==> src/sv/gwh_pkg.sv <==
`timescale 1ns / 1ps
`default_nettype none

package gwh_pkg;

    localparam int CoordW        = 16;
    localparam int MaxPointsDef  = 64;
    localparam int DiffW         = CoordW + 1;
    localparam int ProdW         = 2 * DiffW;
    localparam int SumW          = ProdW + 1;

    typedef logic signed [CoordW-1:0] t_coord;

    typedef struct packed {
        t_coord x;
        t_coord y;
        logic   valid;
    } t_pt;

    typedef struct packed {
        logic shift;
        logic clr;
    } t_cell_ctl;

    typedef enum logic [2:0] {
        ST_LOAD,
        ST_MINY,
        ST_INIT,
        ST_CHECK,
        ST_WALK,
        ST_DECIDE,
        ST_EMIT,
        ST_FINAL
    } t_state;

endpackage

`default_nettype wire

==> src/sv/gwh_cell.sv <==
`timescale 1ns / 1ps
`default_nettype none

module gwh_cell (
    input  wire logic                i_clk,
    input  wire logic                i_rst_n,
    input  wire gwh_pkg::t_cell_ctl  i_ctl,
    input  wire gwh_pkg::t_pt        i_pt,
    output gwh_pkg::t_pt             o_pt
);

    gwh_pkg::t_coord r_x;
    gwh_pkg::t_coord r_y;
    logic            r_valid;

    always_ff @(posedge i_clk) begin
        if (!i_rst_n || i_ctl.clr) begin
            r_valid <= 1'b0;
        end else if (i_ctl.shift) begin
            r_valid <= i_pt.valid;
        end
    end

    always_ff @(posedge i_clk) begin
        if (i_ctl.shift) begin
            r_x <= i_pt.x;
            r_y <= i_pt.y;
        end
    end

    assign o_pt = '{x: r_x, y: r_y, valid: r_valid};

endmodule

`default_nettype wire

==> config.mk <==
export PLATFORM = sky130hd
export DESIGN_NAME = gwh_cell
export DESIGN_NICKNAME = d
export VERILOG_FILES = /design/src/sv/gwh_pkg.sv /design/src/sv/gwh_cell.sv
export SDC_FILE = /design/constraint.sdc
export NUM_CORES = 1
export LEC_CHECK = 0
export BUFFER_PORTS_ARGS = -buffer_cell sky130_fd_sc_hd__clkbuf_2
export CORE_MARGIN = 2
export CORE_UTILIZATION = 39
export DETAILED_ROUTE_END_ITERATION = 8
export PLACE_DENSITY = 0.84
export SLEW_MARGIN = 5
export SYNTH_ARGS = -nofsm -noshare
export SYNTH_HDL_FRONTEND = slang
export SYNTH_SLANG_ARGS = --single-unit
==> constraint.sdc <==
create_clock -name i_clk -period 0.8 [get_ports i_clk]
set_input_delay 0.04 -clock i_clk [delete_from_list [all_inputs] [get_ports i_clk]]
set_output_delay 0.04 -clock i_clk [all_outputs]
set_load 0.02 [all_outputs]
# --- Word-level counts from Yosys, hierarchy flattened ---
# Index checks and enable logic that the tools add are counted.
# W data, S select, Z words.
word_totals:
  input_bits: 37
  output_inout_bits: 33
  elab_cells: 5
  ff_bits: 33
classes:
  reduce_logical: 2
op_table:
  columns: ["cell", "n"]
  rows:
  - ["$logic_not A1 Y1", 1]
  - ["$logic_or A1 B1 Y1", 1]

# --- Longest topological paths before layout ---
# Gate-level depths: netlist of the first run.
depth:
  depth_word: 2
  depth_mapped: 2
  ltp_nobuf: 2

# --- Worst setup path after synthesis of the first run ---
# OpenSTA, ideal clock, no wires.
synth_timing:
  path_kind: "register -> register"
  startpoint: "reg, netlist name r_valid"
  endpoint: "reg r_valid"
  slack_ns: 0.199
  period_less_slack_ns: 0.601
  setup_time_ns: 0.119
  path_buffers: 0
  t_arrival_ns: 0.482
  path_stages_with_launch: 3
  t_required_ns: 0.681
  path_cell_list: "dfxtp_1 mux2i_1 nor3b_2"
synth_lines:
  columns: ["element", "line_no", "text"]
  rows:
  - ["end signal, assigned", "gwh_cell.sv:20", "r_valid <= i_pt.valid;"]
  - ["end, declared", "gwh_cell.sv:14", "logic r_valid;"]

# --- Worst setup path in the final report of the first run ---
layout_timing:
  startpoint: "reg r_y[9]"
  endpoint: "out o_pt[10] (netlist name)"
layout_lines:
  columns: ["element", "line_no", "text"]
  rows:
  - ["start, declared", "gwh_cell.sv:13", "gwh_pkg::t_coord r_y;"]
  - ["start signal, assigned", "gwh_cell.sv:27", "r_y <= i_pt.y;"]
  - ["end, declared", "gwh_cell.sv:9", "output gwh_pkg::t_pt o_pt"]
# No word-level cell between the ends.

==> flow_summary.json, run 1 <==
{
  "status": "finished, violations left",
  "violations": "setup timing",
  "grt_pass1_wl_um": 3829,
  "min-delay-start": "i_pt[0]",
  "cts_buffers": 5,
  "setup_viol": 33,
  "drt_first_iter_violations": 12,
  "synth_top_area_share_pct": 95.05,
  "drt_first_pass_iters": 4,
  "core_area_um2": 2477,
  "hold_viol": 0,
  "layout_common_cells": "36 x clkbuf_2, 34 x dlygate4sd3_1, 32 x edfxtp_1, 24 x buf_6, 8 x buf_2",
  "synth_area_leader_cell": "edfxtp_1",
  "totalWireLength_um": 3151,
  "hold-path-endpoint": "r_valid$_SDFFE_PP0P_",
  "avgRoutedWirePerCell_um": 17.51,
  "p_sw_share_pct": 23.91,
  "yosysUniqueCellTypes": 5,
  "cp-end-kind": "primary output",
  "yosysWarningCount": 0,
  "grt-ovfl-total": 0,
  "power_leakage_nw": 0.8660,
  "layout_commonest_cell": "clkbuf_2",
  "combPwrFrac_pct": 18.1,
  "critPathLaunchType": "register",
  "powerDensity_nw_per_um2": 1940,
  "worstPathCellList": "buf_6",
  "finalPower_mw": 3.857,
  "worst_slack_ns": -0.1664,
  "netlist_top_cells_area": "edfxtp_1 95%, dfxtp_1 2.0%, nor3b_2 1.2%, mux2i_1 0.99%, buf_4 0.74%",
  "cp_top_family": "flip-flops",
  "syn_nets": 73,
  "crit_path_max_incr_delay_ns": 0.43,
  "grt_pass1_vias": 854,
  "antenna_found_initial": 0,
  "drcViolationCount": 0,
  "worst-endpoint-required_ns": 0.76,
  "hpwl_um": 1477,
  "synth_seq_cells": 33,
  "fmax_mhz": 1035,
  "path_max_fanout": 1,
  "drv.max_cap_violation_count": 0,
  "path_class": "reg -> out",
  "ir_drop_mv": 2.103,
  "finalInstanceArea_um2": 1988,
  "cp_slowest_cell": "edfxtp_1",
  "drv_slew": 0,
  "layout.nets": 186,
  "dieWidth_um": 54.92,
  "dieArea_um2": 3016,
  "clkLatencyLatePin_ns": 0.34,
  "p_sw_uw": 922.1,
  "fin_skew_ns": 0,
  "worstMarginPinSlew_ns": 0.2542,
  "synthCells": 36,
  "path_clk_slew_ns": 0.10,
  "postCtsSetupBuffers": 0,
  "period_minus_slack_ns": 0.9664,
  "place.gp.congestion": 0.6357,
  "portBuffers": 69,
  "grt_max_degree": 14,
  "dieHeight_um": 54.92,
  "clockBufferDepth": 2,
  "avgSynthCellArea_um2": 28.08,
  "worst-path-buf-inv": 1,
  "seq_power_share_pct": 54.6,
  "ios": 70,
  "cts_sinks": 33,
  "num_vias": 820,
  "relSlewSlack_pct": 82.57,
  "fin_crit_sh_pct": 120.8,
  "grt_setup_unrepaired": "true",
  "htree_levels": 2,
  "drtAntennaViolNets": 0,
  "r2r_start": "r_valid$_SDFFE_PP0P_",
  "arrival_ns": 0.93,
  "timing.rr.end": "r_valid$_SDFFE_PP0P_",
  "p_int_mw": 2.935,
  "syn_to_final_growth_pct": 96.66,
  "holdPathStages": 3,
  "cts_tree": "built",
  "diodes": 0,
  "critPathLaunch": "r_y[9]$_DFFE_PP_",
  "grt.total_usage_pct": 20.35,
  "place_area_um2": 1416,
  "netlist_area_um2": 1011,
  "viasPerCell": 4.556,
  "drive_above_1_share_pct": 55.33,
  "start_util_pct": 40.81,
  "hold_path_class": "in -> reg",
  "reg2reg_depth": 2,
  "root_buffer": "clkbuf_4",
  "power_frac_clock_pct": 27.3,
  "r2r_slack_ns": 0.03,
  "row_count": 18,
  "seq_area_frac_synth_pct": 97.03
}
-- flip-flops by register name (all words and copies together) (netlist names) --
name / flops
r_valid: 1
r_y: 16
r_x: 16
-- power by group through the flow --
stage | clock network, mW | logic (mW) | registers [mW]
final | 1.05 | 0.698 | 2.11
after global routing | 1.13 | 0.734 | 2.12
after CTS | 1.05 | 0.566 | 2.08
after detailed placement | 0 | 0.434 | 2.12
after global placement | 0 | 0.427 | 2.11
after floorplan | 0 | 0.0100 | 2.29
-- stage by stage --
stage | setup WS [ns] | util, % | hold slack, ns | setup TNS, ns | instances
4_1_cts | -0.1600 | 74.14 | 0.03948 | -3.912 | 180
2_1_floorplan | 0.1993 | - | 0.1095 | 0 | 36
3_3_place_gp | 0.1198 | 57.17 | 0.2145 | 0 | 138
5_1_grt | -0.1949 | 80.25 | 0.1100 | -5.436 | 180
3_5_place_dp | 0.1083 | 57.17 | 0.2186 | 0 | 138
6_report | -0.1664 | 80.25 | 0.1177 | -4.152 | 180
-- worst max path at each step --
stage,endpoint,slack [ns],cells past startpoint
5_1_grt,o_pt[10],-0.19,1
6_report,o_pt[10],-0.17,1
3_5_place_dp,r_y[12]$_DFFE_PP_,0.11,2
3_3_place_gp,r_y[14]$_DFFE_PP_,0.12,2
2_1_floorplan,r_valid$_SDFFE_PP0P_,0.20,2
4_1_cts,o_pt[11],-0.16,1
-- logic make-up after synthesis --
logic type             share of synthesized area, %
AND/OR/NAND/NOR                               1.237
buffers and inverters                        0.7429
flip-flops                                    97.03
multiplexers                                 0.9901
-- metal layers --
| layer | global-route usage (%) | vias to the layer above | part of all wire (%) |
|---|---|---|---|
| met4 | 11.79 | 0 | 3.1 |
| li1 | - | 368 | - |
| met5 | 0 | - | 0 |
| met1 | 19.63 | 378 | 35 |
| met2 | 33.13 | 64 | 51 |
| met3 | 12.37 | 10 | 10 |
-- synth_stat cells, drive strengths merged --
| library cell | instances |
|---|---|
| dfxtp | 1 |
| nor3b | 1 |
| buf | 1 |
| edfxtp | 32 |
| mux2i | 1 |
-- cell type report --
class | count | area (µm²)
clock buffers | 7 | 65.06
clock inverters | 1 | 5.005
fillers | 136 | 489.2
multi-input cells | 2 | 22.52
flip-flops and latches | 33 | 982.2
well taps | 30 | 37.54
repair buffers | 107 | 875.8
-- repair_timing --
action                                  4_1_cts  5_1_grt
endpoints found under the setup margin       33       33
hold endpoints to repair                     33        0
hold buffers                                 34        0
resized for setup                             3       82
pin swaps                                     0        0
Note: power is estimated with default switching activity, not from simulation.
==> run 2, diff against run 1 <==
--- a/config.mk
+++ b/config.mk
@@ -6,6 +6,7 @@
 export NUM_CORES = 1
 export LEC_CHECK = 0
 export BUFFER_PORTS_ARGS = -buffer_cell sky130_fd_sc_hd__clkbuf_2
+export CORE_ASPECT_RATIO = 0.75
 export CORE_MARGIN = 2
 export CORE_UTILIZATION = 39
 export DETAILED_ROUTE_END_ITERATION = 8
==> constraint.sdc (replaced) <==
create_clock -name i_clk -period 1 [get_ports i_clk]
set_input_delay 0.05 -clock i_clk [delete_from_list [all_inputs] [get_ports i_clk]]
set_output_delay 0.05 -clock i_clk [all_outputs]
set_load 0.02 [all_outputs]
==> run 2 against run 1 <==
The flow now finishes without violations. Final cell count is 1.1% higher. Combinational power is 31% lower. Core utilization fell by 1.6 points. Critical path type unchanged. Largest cell class unchanged.
==> flow_summary.json, run 2 (synthesis results as in run 1) <==
{
  "status": "finished clean",
  "root_buffer": "clkbuf_4",
  "hold_path_class": "in -> reg",
  "p_int_mw": 2.461,
  "drt_first_iter_violations": 18,
  "power_leakage_nw": 0.8286,
  "dieHeight_um": 48.10,
  "holdPathStages": 3,
  "grt_pass1_wl_um": 4050,
  "dieArea_um2": 3020,
  "seq_power_share_pct": 52.5,
  "avgRoutedWirePerCell_um": 16.42,
  "cp_slowest_cell": "edfxtp_1",
  "diodes": 0,
  "finalInstanceArea_um2": 1876,
  "drv_slew": 0,
  "ios": 70,
  "critPathLaunchType": "register",
  "path_max_fanout": 1,
  "drv.max_cap_violation_count": 0,
  "grt-ovfl-total": 0,
  "worst-path-buf-inv": 1,
  "ir_drop_mv": 0.9641,
  "dp_cells": 140,
  "cp_top_family": "flip-flops",
  "place_area_um2": 1431,
  "start_util_pct": 42.41,
  "cts_sinks": 33,
  "antenna_found_initial": 0,
  "powerDensity_nw_per_um2": 1698,
  "grt_pass1_vias": 788,
  "viasPerCell": 4.423,
  "grt_max_degree": 18,
  "relSlewSlack_pct": 85.51,
  "fin_crit_sh_pct": 97.24,
  "period_minus_slack_ns": 0.9724,
  "drive_above_1_share_pct": 53.38,
  "core_area_um2": 2384,
  "hold-path-endpoint": "r_valid$_SDFFE_PP0P_",
  "grt.total_usage_pct": 20.23,
  "layout_common_cells": "66 x clkbuf_2, 34 x dlygate4sd3_1, 32 x edfxtp_1, 5 x clkbuf_4, 3 x buf_6",
  "row_count": 15,
  "p_sw_share_pct": 22.74,
  "cp-end-kind": "primary output",
  "clkLatencyLatePin_ns": 0.33,
  "num_vias": 805,
  "path_clk_slew_ns": 0.10,
  "htree_levels": 2,
  "post-route-util_pct": 78.69,
  "layout_commonest_cell": "clkbuf_2",
  "reg2reg_depth": 2,
  "clockBufferDepth": 2,
  "crit_path_max_incr_delay_ns": 0.43,
  "path_class": "reg -> out",
  "setup_viol": 0,
  "p_sw_uw": 724.0,
  "drcViolationCount": 0,
  "combPwrFrac_pct": 15.2,
  "arrival_ns": 0.92,
  "cts_buffers": 5,
  "hold_viol": 0,
  "cts_tree": "built",
  "finalNonFillerCells": 182,
  "fin_skew_ns": 0,
  "postCtsSetupBuffers": 0,
  "r2r_start": "r_valid$_SDFFE_PP0P_",
  "drt_first_pass_iters": 4,
  "r2r_slack_ns": 0.30,
  "dieWidth_um": 62.79,
  "min-delay-start": "i_pt[0]",
  "power_frac_clock_pct": 32.3,
  "timing.rr.end": "r_valid$_SDFFE_PP0P_",
  "totalWireLength_um": 2989,
  "portBuffers": 69,
  "worstMarginPinSlew_ns": 0.2113,
  "fmax_mhz": 1028,
  "layout.nets": 184,
  "worstPathCellList": "buf_6",
  "place.gp.congestion": 0.7112,
  "syn_to_final_growth_pct": 85.52,
  "worst-endpoint-required_ns": 0.95,
  "hpwl_um": 1408,
  "drtAntennaViolNets": 0,
  "reg_top3": "r_x x16, r_y x16, r_valid x1",
  "tns_ns": 0
}
[run 2: cell count changes in the layout (fill, tap and decap cells not counted), sizes merged]
cell,previous run,this run
clkbuf,43,73
buf,37,5
clkinv,1,0
bufinv,0,1
[run 2: worst max-delay path by stage]
stage | slack, ns | start | endpoint | cells after the start
finish | 0.03 | r_y[12]$_DFFE_PP_ | o_pt[13] | 1
global route | -0.008 | r_y[11]$_DFFE_PP_ | o_pt[12] | 1
CTS | 0.05 | r_x[7]$_DFFE_PP_ | o_pt[24] | 1
detailed placement | 0.26 | i_ctl[1] | r_x[4]$_DFFE_PP_ | 2
global placement | 0.28 | i_ctl[1] | r_x[9]$_DFFE_PP_ | 2
floorplan | 0.40 | r_valid$_SDFFE_PP0P_ | r_valid$_SDFFE_PP0P_ | 2
[run 2: layer usage]
| layer | vias to the layer above | wire length (µm) | part of all wire, % | GRT usage (%) |
|---|---|---|---|---|
| met3 | 4 | 304 | 10 | 8.083 |
| li1 | 366 | - | - | - |
| met4 | 0 | 23 | 0.77 | 12.00 |
| met1 | 381 | 1141 | 38 | 22.90 |
| met5 | - | 0 | 0 | 0 |
| met2 | 54 | 1519 | 51 | 34.62 |
[run 2: area by class of cell]
class | instances | area [µm²]
Clock buffer | 7 | 55.05
Clock inverter | 1 | 30.03
Fill cell | 128 | 508.0
Multi-Input combinational cell | 2 | 22.52
Sequential cell | 33 | 980.9
Tap cell | 34 | 42.54
Timing Repair Buffer | 105 | 744.5
[run 2: timing repair]
action | in CTS | in global routing
resized for setup | 0 | 9
setup endpoints to repair | 0 | 3
endpoints found under the hold margin | 33 | 0
hold buffers | 34 | 0
[run 2: power by group through the flow]
stage / Sequential [mW] / Clock, mW / Combinational [mW]
final: 1.67 / 1.03 / 0.484
after CTS: 1.66 / 1.02 / 0.455
after floorplan: 1.83 / 0 / 0.00804
after global placement: 1.69 / 0 / 0.347
after detailed placement: 1.69 / 0 / 0.352
after global routing: 1.68 / 1.10 / 0.509
[run 2: metrics by stage]
stage,hold slack (ns),setup WS [ns],total power [mW]
finish,0.09572,0.02764,3.185
global placement,0.2229,0.2822,2.037
global route,0.07796,-0.008020,3.291
detailed placement,0.2266,0.2604,2.045
floorplan,0.1195,0.3993,1.841
CTS,0.03998,0.05407,3.142
